===== src/design/assert_macros.svh =====
// Assertion macros used by the design's top level.
`ifndef ASSERT_MACROS_SVH
`define ASSERT_MACROS_SVH
`ifndef SYNTHESIS
`define NLP_ASSERT(label, clk, rst, prop, msg) \
   label: assert property (@(posedge clk) disable iff (rst) prop) else $error(msg);
`define NLP_ASSERT_NEVER(label, clk, rst, cond, msg) \
   label: assert property (@(posedge clk) disable iff (rst) !(cond)) else $error(msg);
`else
`define NLP_ASSERT(label, clk, rst, prop, msg)
`define NLP_ASSERT_NEVER(label, clk, rst, cond, msg)
`endif
`endif


===== src/design/nlp_pkg.sv =====
// Types, constants and character helpers for the numeric literal parser.
package nlp_pkg;

   localparam int MAX_LEN = 255;
   localparam logic [7:0] COUNT_CAP = 8'((MAX_LEN < 255) ? MAX_LEN : 255);

   localparam int REQ_DATA_W = 16;
   localparam int RSP_DATA_W = 80;
   localparam int KIND_W     = 3;

   localparam logic [7:0] CH_PLUS    = 8'h2B;
   localparam logic [7:0] CH_MINUS   = 8'h2D;
   localparam logic [7:0] CH_SPACE   = 8'h20;
   localparam logic [7:0] CH_DOT     = 8'h2E;
   localparam logic [7:0] CH_ZERO    = 8'h30;
   localparam logic [7:0] CH_ONE     = 8'h31;
   localparam logic [7:0] CH_NINE    = 8'h39;
   localparam logic [7:0] CH_UPPER_A = 8'h41;
   localparam logic [7:0] CH_UPPER_Z = 8'h5A;
   localparam logic [7:0] CH_LOWER_A = 8'h61;
   localparam logic [7:0] CH_LOWER_B = 8'h62;
   localparam logic [7:0] CH_LOWER_D = 8'h64;
   localparam logic [7:0] CH_LOWER_E = 8'h65;
   localparam logic [7:0] CH_LOWER_F = 8'h66;
   localparam logic [7:0] CH_LOWER_L = 8'h6C;
   localparam logic [7:0] CH_LOWER_X = 8'h78;
   localparam logic [7:0] CASE_GAP   = 8'h20;
   localparam logic [7:0] HEX_LONG_BYTES = 8'd8;

   localparam logic [KIND_W-1:0] KIND_UINT  = 3'd0;
   localparam logic [KIND_W-1:0] KIND_INT   = 3'd1;
   localparam logic [KIND_W-1:0] KIND_ULONG = 3'd2;
   localparam logic [KIND_W-1:0] KIND_LONG  = 3'd3;
   localparam logic [KIND_W-1:0] KIND_FLOAT = 3'd4;

   typedef enum logic [4:0] {
      PH_IDLE   = 5'b00001,
      PH_SIGN   = 5'b00010,
      PH_LOOK   = 5'b00100,
      PH_DIGITS = 5'b01000,
      PH_HEX    = 5'b10000
   } phase_type;

   typedef enum logic [1:0] {
      RX_DEC      = 2'd0,
      RX_HEX      = 2'd1,
      RX_BIN      = 2'd2,
      RX_HEX_LONG = 2'd3
   } radix_type;

   typedef struct packed {
      phase_type   phase;
      logic [63:0] accum;
      logic        negative;
      radix_type   radix_sel;
      logic [7:0]  held_char;
      logic [7:0]  char_count;
      logic [4:0]  digit_limit;
   } state_type;

   typedef struct packed {
      logic [63:0]       value;
      logic [KIND_W-1:0] kind;
      logic [7:0]        consumed;
      logic [7:0]        stop_char;
   } result_type;

   typedef struct packed {
      logic       ok;
      logic [3:0] val;
   } digit_type;

   function automatic logic [7:0] to_lower(input logic [7:0] c);
      return (c >= CH_UPPER_A && c <= CH_UPPER_Z) ? c + CASE_GAP : c;
   endfunction

   function automatic digit_type digit_of(input logic [7:0] c, input radix_type rx);
      digit_type  d;
      logic [7:0] l;
      l = to_lower(c);
      d.ok  = 1'b0;
      d.val = 4'd0;
      if (rx == RX_BIN) begin
         if (c == CH_ZERO || c == CH_ONE) begin
            d.ok  = 1'b1;
            d.val = 4'(c - CH_ZERO);
         end
      end else if (c >= CH_ZERO && c <= CH_NINE) begin
         d.ok  = 1'b1;
         d.val = 4'(c - CH_ZERO);
      end else if (rx != RX_DEC && l >= CH_LOWER_A && l <= CH_LOWER_F) begin
         d.ok  = 1'b1;
         d.val = 4'(l - CH_LOWER_A + 8'd10);
      end
      return d;
   endfunction

   function automatic logic [7:0] count_up(input logic [7:0] cnt, input logic [1:0] n);
      logic [8:0] sum;
      sum = {1'b0, cnt} + {7'd0, n};
      return (sum > {1'b0, COUNT_CAP}) ? COUNT_CAP : sum[7:0];
   endfunction

endpackage


===== src/design/nlp_step.sv =====
// Next-state and result logic for one character of the literal parser.
module nlp_step (
   input  nlp_pkg::state_type  cur,
   input  logic [7:0]          ch,
   input  logic                start_req,
   input  logic [3:0]          hex_bytes,
   output nlp_pkg::state_type  nxt,
   output logic                emit,
   output nlp_pkg::result_type res
);
   import nlp_pkg::*;

   state_type  eff;
   digit_type  d_c;
   digit_type  d_held;
   digit_type  d_hex;
   logic [7:0] low_c;
   logic [6:0] two_dec;
   logic [63:0] scaled;
   logic [4:0] limit_dec;

   // Closes a general literal on a stop character.
   function automatic result_type finish(input logic [63:0] acc, input logic neg,
                                         input logic [7:0] c, input logic [7:0] cnt);
      result_type r;
      logic [7:0] s;
      logic [63:0] negacc;
      s      = to_lower(c);
      negacc = 64'd0 - acc;
      r.stop_char = c;
      r.consumed  = cnt;
      if (s == CH_LOWER_L) begin
         r.consumed = count_up(cnt, 2'd1);
         r.value    = neg ? negacc : acc;
         r.kind     = neg ? KIND_LONG : KIND_ULONG;
      end else if (s == CH_DOT || s == CH_LOWER_E || s == CH_LOWER_D || s == CH_LOWER_F) begin
         r.value = 64'd0;
         r.kind  = KIND_FLOAT;
      end else if (neg) begin
         r.value = {acc[63:32], negacc[31:0]};
         r.kind  = KIND_INT;
      end else begin
         r.value = acc;
         r.kind  = KIND_UINT;
      end
      return r;
   endfunction

   always_comb begin
      eff = cur;
      if (start_req) begin
         eff.accum      = 64'd0;
         eff.negative   = 1'b0;
         eff.held_char  = 8'd0;
         eff.char_count = 8'd0;
         if (hex_bytes != 4'd0) begin
            eff.digit_limit = {hex_bytes, 1'b0};
            eff.radix_sel   = ({4'd0, hex_bytes} == HEX_LONG_BYTES) ? RX_HEX_LONG : RX_HEX;
            eff.phase       = PH_HEX;
         end else begin
            eff.digit_limit = 5'd0;
            eff.radix_sel   = RX_DEC;
            eff.phase       = PH_SIGN;
         end
      end
   end

   assign low_c     = to_lower(ch);
   assign d_c       = digit_of(ch, eff.radix_sel);
   assign d_held    = digit_of(eff.held_char, RX_DEC);
   assign d_hex     = digit_of(ch, RX_HEX);
   assign two_dec   = ({3'd0, d_held.val} << 3) + ({3'd0, d_held.val} << 1)
                      + {3'd0, d_c.val};
   assign limit_dec = eff.digit_limit - 5'd1;

   // Multiply by the base as shifts, with one add for decimal.
   always_comb begin
      case (eff.radix_sel)
         RX_HEX, RX_HEX_LONG: scaled = eff.accum << 4;
         RX_BIN:              scaled = eff.accum << 1;
         default:             scaled = (eff.accum << 3) + (eff.accum << 1);
      endcase
   end

   always_comb begin
      nxt  = eff;
      emit = 1'b0;
      res  = finish(eff.accum, eff.negative, ch, eff.char_count);
      case (eff.phase)
         PH_HEX: begin
            res.kind  = (eff.radix_sel == RX_HEX_LONG) ? KIND_ULONG : KIND_UINT;
            res.value = eff.accum;
            res.consumed  = eff.char_count;
            res.stop_char = ch;
            if (!d_hex.ok) begin
               emit = 1'b1;
            end else begin
               nxt.accum       = (eff.accum << 4) + {60'd0, d_hex.val};
               nxt.char_count  = count_up(eff.char_count, 2'd1);
               nxt.digit_limit = limit_dec;
               if (limit_dec == 5'd0) begin
                  emit          = 1'b1;
                  res.value     = nxt.accum;
                  res.consumed  = nxt.char_count;
                  res.stop_char = 8'd0;
               end
            end
         end
         PH_SIGN: begin
            if (ch == CH_PLUS || ch == CH_MINUS || ch == CH_SPACE) begin
               if (ch == CH_MINUS) begin
                  nxt.negative = !eff.negative;
               end
               nxt.char_count = count_up(eff.char_count, 2'd1);
            end else begin
               nxt.held_char = ch;
               nxt.phase     = PH_LOOK;
            end
         end
         PH_LOOK: begin
            nxt.phase = PH_DIGITS;
            if (low_c == CH_LOWER_X || low_c == CH_LOWER_B) begin
               nxt.radix_sel  = (low_c == CH_LOWER_X) ? RX_HEX : RX_BIN;
               nxt.char_count = count_up(eff.char_count, 2'd2);
            end else if (!d_held.ok) begin
               // The held character stops the literal; the lookahead is dropped.
               emit = 1'b1;
               res  = finish(eff.accum, eff.negative, eff.held_char, eff.char_count);
            end else if (!d_c.ok) begin
               emit = 1'b1;
               res  = finish({60'd0, d_held.val}, eff.negative, ch,
                             count_up(eff.char_count, 2'd1));
            end else begin
               nxt.accum      = {57'd0, two_dec};
               nxt.char_count = count_up(eff.char_count, 2'd2);
            end
         end
         PH_DIGITS: begin
            if (!d_c.ok) begin
               emit = 1'b1;
            end else begin
               nxt.accum      = scaled + {60'd0, d_c.val};
               nxt.char_count = count_up(eff.char_count, 2'd1);
            end
         end
         default: begin
            nxt = eff;
         end
      endcase
      if (emit) begin
         nxt.phase = PH_IDLE;
      end
   end

endmodule


===== src/design/numeric_literal_parser.sv =====
// Top level of the numeric literal parser: stream ports, state and result registers.
//
// The parser takes one character per beat and can accept a beat in every cycle. Each
// character is decoded and folded into the accumulator by combinational logic between
// the parser state registers and a single result register, so a literal's result
// appears on the output in the cycle after the beat that ends it. The result register
// lets the input keep flowing while a result waits; the input stalls only when a
// result is held and the downstream side is not ready.
`include "assert_macros.svh"

module numeric_literal_parser (
   input  logic                                clock,
   input  logic                                reset,
   input  logic                                req_tvalid,
   output logic                                req_tready,
   input  logic [nlp_pkg::REQ_DATA_W-1:0]      req_tdata,  // ch[7:0], hex_bytes[11:8]
   input  logic                                req_tuser,  // start_req
   output logic                                rsp_tvalid,
   input  logic                                rsp_tready,
   output logic [nlp_pkg::RSP_DATA_W-1:0]      rsp_tdata,  // value, consumed, stop_char
   output logic [nlp_pkg::KIND_W-1:0]          rsp_tuser   // kind
);
   import nlp_pkg::*;

   state_type  state_ff;
   state_type  state_in;
   logic       rsp_valid_ff;
   result_type rsp_data_ff;
   result_type step_res;
   logic       step_emit;
   logic       req_acc;

   assign req_tready = !rsp_valid_ff || rsp_tready;
   assign req_acc    = req_tvalid && req_tready;

   nlp_step u_step (
      .cur       (state_ff),
      .ch        (req_tdata[7:0]),
      .start_req (req_tuser),
      .hex_bytes (req_tdata[11:8]),
      .nxt       (state_in),
      .emit      (step_emit),
      .res       (step_res)
   );

   always_ff @(posedge clock) begin
      if (reset) begin
         state_ff.phase       <= PH_IDLE;
         state_ff.accum       <= 64'd0;
         state_ff.negative    <= 1'b0;
         state_ff.radix_sel   <= RX_DEC;
         state_ff.held_char   <= 8'd0;
         state_ff.char_count  <= 8'd0;
         state_ff.digit_limit <= 5'd0;
      end else if (req_acc) begin
         state_ff <= state_in;
      end
   end

   always_ff @(posedge clock) begin
      if (reset) begin
         rsp_valid_ff <= 1'b0;
      end else if (req_acc && step_emit) begin
         rsp_valid_ff <= 1'b1;
      end else if (rsp_tready) begin
         rsp_valid_ff <= 1'b0;
      end
   end

   always_ff @(posedge clock) begin
      if (req_acc && step_emit) begin
         rsp_data_ff <= step_res;
      end
   end

   assign rsp_tvalid = rsp_valid_ff;
   assign rsp_tdata  = {rsp_data_ff.stop_char, rsp_data_ff.consumed, rsp_data_ff.value};
   assign rsp_tuser  = rsp_data_ff.kind;

   // A character outside any literal must never produce a result beat.
   `NLP_ASSERT(a_idle_silent, clock, reset, (req_acc && !req_tuser && state_ff.phase == PH_IDLE) |=> (!rsp_valid_ff || $past(rsp_valid_ff && !rsp_tready)), "result from an idle character")
   // A float literal always reports a zero value.
   `NLP_ASSERT(a_float_zero, clock, reset, (rsp_valid_ff && rsp_data_ff.kind == KIND_FLOAT) |-> (rsp_data_ff.value == 64'd0), "float literal with nonzero value")
   // Every emitted result closes the literal.
   `NLP_ASSERT(a_emit_idle, clock, reset, (req_acc && step_emit) |=> (state_ff.phase == PH_IDLE), "parser not idle after a result")

endmodule


===== config.mk =====
export PLATFORM = sky130hd
export DESIGN_NAME = numeric_literal_parser
export DESIGN_NICKNAME = d
export VERILOG_FILES = /design/src/design/nlp_pkg.sv /design/src/design/nlp_step.sv /design/src/design/numeric_literal_parser.sv
export VERILOG_INCLUDE_DIRS = /design/src /design/src/design
export SDC_FILE = /design/constraint.sdc
export NUM_CORES = 1
export LEC_CHECK = 0
export BUFFER_PORTS_ARGS = -buffer_cell sky130_fd_sc_hd__buf_2
export CORE_ASPECT_RATIO = 1.75
export CORE_MARGIN = 3
export CORE_UTILIZATION = 55
export DETAILED_ROUTE_END_ITERATION = 10
export MAX_ROUTING_LAYER = met4
export PLACE_DENSITY = 0.73
export RECOVER_POWER = 100
export SLEW_MARGIN = 20
export SYNTH_ARGS = -nofsm -noshare
export SYNTH_HDL_FRONTEND = slang
export SYNTH_SLANG_ARGS = --single-unit

===== constraint.sdc =====
create_clock -name clock -period 9.4 [get_ports clock]
set_input_delay 0.94 -clock clock [delete_from_list [all_inputs] [get_ports clock]]
set_output_delay 0.94 -clock clock [all_outputs]
set_load 0.05 [all_outputs]

==> summary.md <==
| Metric | Value |
|---|---|
| I/O pins | `106` |
| Worst Reg2Reg Path Length in Cells | `13` |
| Min cycle time layout | `8.256 ns` |
| Pwr dens | `97.57 nW/µm²` |
| # rows | `96` |
| Drt wl/cell | `26.81 µm` |
| Core Box Area | `39,520 µm²` |
| Chip width | `158.0 µm` |
| Setup CP Type | `input port to flop` |
| Unrepaired setup endpoints after global routing | `false` |
| Tcrit/Tclk final | `87.83%` |
| Reg-to-Reg Start | `state_ff[18]` |
| Clk pin slew, worst setup/hold paths | `0.07 ns` |
| Critical Path Sink Type | `flop` |
| Port Buffers | `101` |
| Clk sinks | `177` |
| Fmax | `121.1 MHz` |
| Vias in the first global route | `26,000` |
| Final setup vio count | `0` |
| Crit Reg-Reg Endpoint | `rsp_tdata[30]` |
| Hold slack | `0.4642 ns` |
| Final #Nets | `3,356` |
| Post-DP HPWL | `72,520 µm` |
| Clock tree buffer depth | `2` |
| Max-cap violation count | `9` |
| Synth Cell Area | `22,240 µm²` |
| Vias | `27,630` |
| Crit Path Max Fanout | `30` |
| Post-Syn Area per Cell | `6.714 µm²` |
| # resized after CTS | `0` |
| Syn_nets | `3,428` |
| Synth Instances | `3,313` |
| Via density | `7.377` |
| Reg2Reg Setup Slack | `2.74 ns` |
| TritonCTS clock tree | `done` |
| Layout cells sized above 1 | `4.302%` |
| Final Hold Vio Count | `0` |
| WP data required | `9.60 ns` |
| Worst Hold Depth | `2` |
| Initial antenna violation count | `1` |
| Total Wirelength | `100,400 µm` |
| Seq cells post-synth | `177` |
| Largest net degree at the start of global routing | `82` |
| Clock latency on the worst-skew pair | `0.47 ns` |
| Sequential area share after synthesis | `19.67%` |
| Yosys cell types | `89` |
| # DRC | `0` |
| First-pass GRT wire length | `151,200 µm` |
| Final GP Congestion | `1.050` |
| CTS Hold Buffers Added | `0` |
| Primary FF master, synth | `dfxtp_1` |
| GRT Total Usage | `46.44%` |
| Starting Density | `56.28%` |
| Setup tns final | `0 ns` |
| Layout area overhead | `4.405%` |
| Post-CTS Setup Bufs | `0` |
| Worst Hold End | `state_ff[1]` |
| Leakage | `8.260 nW` |
| CTS root buf | `clkbuf_16` |
| ANT nets after route | `0` |
| Ys async rst share | `0%` |
| Skew final | `0.01394 ns` |
| Pins Over Slew Limit | `236` |
| Initial drt markers | `4,037` |
| Min-delay src | `state_ff[1]` |
| Remaining Overflow, GRT | `0` |
| Failing checks | `max-capacitance violations, max-slew violations` |
| Number of fill cells | `3,920` |
| Status | `complete, but fails checks` |
| Yosys warnings | `0` |
| Number of flops mapped to enable cells by yosys | `83` |
| CTS Buf Count | `17` |
| Worst Hold Class | `flop to flop` |
| CTS HTree Levels | `4` |
| Crit start category | `input port` |
| Die height | `272.0 µm` |
| Slew @ Worst Pin | `2.471 ns` |
| Die area | `42,980 µm²` |
| VDD IR max | `0.0001374 V` |
| Arr. time, crit path | `8.45 ns` |
| Relative max-transition margin | `-64.75%` |
| Pre-antenna DRT Iters | `7` |
[final cells by class]
class                           instances  area, µm²  area share [%]
Clock buffer                           17      425.4           1.832
Multi-Input combinational cell       2787      16560           71.29
Sequential cell                       177       4375           18.84
Timing Repair Buffer                  154      748.2           3.222
Clock inverter                         15      111.4          0.4795
Tap cell                              490      613.1           2.640
Antenna cell                            1      2.502         0.01078
Inverter                              104      390.4           1.681
[worst max-delay path: stages]
cell	delay, ns
clkbuf_1	0.46
inv_1	0.67
buf_4	0.49
nand2_1	0.26
ha_1	0.19
a21oi_1	0.06
a21oi_1	0.16
and3_1	0.17
clkbuf_1	1.24
nand3_1	0.64
ha_1	0.43
a21oi_1	0.26
o21ai_0	0.18
a211oi_1	1.85
nand2_1	0.13
o221ai_1	0.28
[power breakdown]
group,total (mW),internal [mW],switching [mW]
Sequential,0.883,0.846,0.0365
Clock,0.692,0.340,0.352
Combinational,0.691,0.182,0.509
[metrics by stage]
| step | instances | power, mW | util [%] | instance area [µm²] | setup slack (ns) |
|---|---|---|---|---|---|
| 6_report | 3745 | 2.266 | 58.76 | 23220 | 1.144 |
| 4_1_cts | 3744 | 2.239 | 59.31 | 23440 | 2.491 |
| 3_3_place_gp | 3711 | 1.550 | 57.93 | 22890 | 2.219 |
| 3_5_place_dp | 3712 | 1.564 | 57.95 | 22900 | 2.010 |
| 2_1_floorplan | 3313 | 1.364 | - | 22240 | 1.560 |
| 5_1_grt | 3745 | 2.341 | 58.76 | 23220 | 1.019 |
[cells in the final DEF, fill, tap and decap left out, drive strengths merged, types with 14 or more instances in the layout]
master and instances:
and3 20, o221ai 70, o22ai 62, and2 14, nor3 98, xor2 73
nor2b 30, clkbuf 117, o31ai 39, or3 32, o21ai 298, a21o 35
xnor2 73, a211oi 27, a31oi 38, and4 14, clkinv 15, ha 90
or4 20, nand2b 18, o21a 22, a21oi 412, edfxtp 83, nand4 49
nor2 422, o211ai 26, a221oi 26, a22oi 52, nand3 62, buf 54
inv 100, or2 15, dfxtp 94, nor4 29, nand2 408, mux2i 32
[per-layer routing]
layer	vias to the layer above	global-route usage (%)	share of wire [%]
met1	12660	50.66	33
met2	2107	70.76	45
met5	-	-	0
li1	12200	-	-
met4	0	40.00	11
met3	657	9.841	11
[state kept, by name, summed over array words and instances (netlist names)]
register    count
rsp_tuser       3
state_ff       93
rsp_tdata      80
rsp_tvalid      1
[Yosys cell counts, types with 73 or more instances]
cell,count,area (µm²)
a21oi_1,411,2057
clkbuf_1,199,747.0
dfxtp_1,94,1882
edfxtp_1,83,2492
ha_1,90,1126
inv_1,96,360.4
nand2_1,408,1531
nor2_1,422,1584
nor3_1,97,485.5
o21ai_0,288,1441
xnor2_1,73,639.4
xor2_1,73,639.4
[worst max path at each step]
| stage | start | to | slack [ns] | depth (start not counted) |
|---|---|---|---|---|
| 3_3_place_gp | req_tuser | state_ff[80] | 2.22 | 19 |
| 6_report | req_tuser | rsp_tdata[30] | 1.14 | 16 |
| 4_1_cts | req_tdata[3] | state_ff[85] | 2.49 | 20 |
| 2_1_floorplan | req_tuser | rsp_tvalid | 1.56 | 19 |
| 5_1_grt | req_tuser | rsp_tdata[30] | 1.02 | 16 |
| 3_5_place_dp | req_tdata[3] | state_ff[85] | 2.01 | 20 |
[logic make-up after synthesis]
group / after synthesis / synth area share, %
flip-flops: 177 / 19.67
AO/OA/AOI/OAI: 1254 / 35.49
buffers and inverters: 349 / 6.053
AND/OR/NAND/NOR: 1254 / 25.83
adder cells (fa/ha/maj): 94 / 5.423
XOR/XNOR: 146 / 5.749
multiplexers: 39 / 1.794
Power figures use the tool's default switching activity.
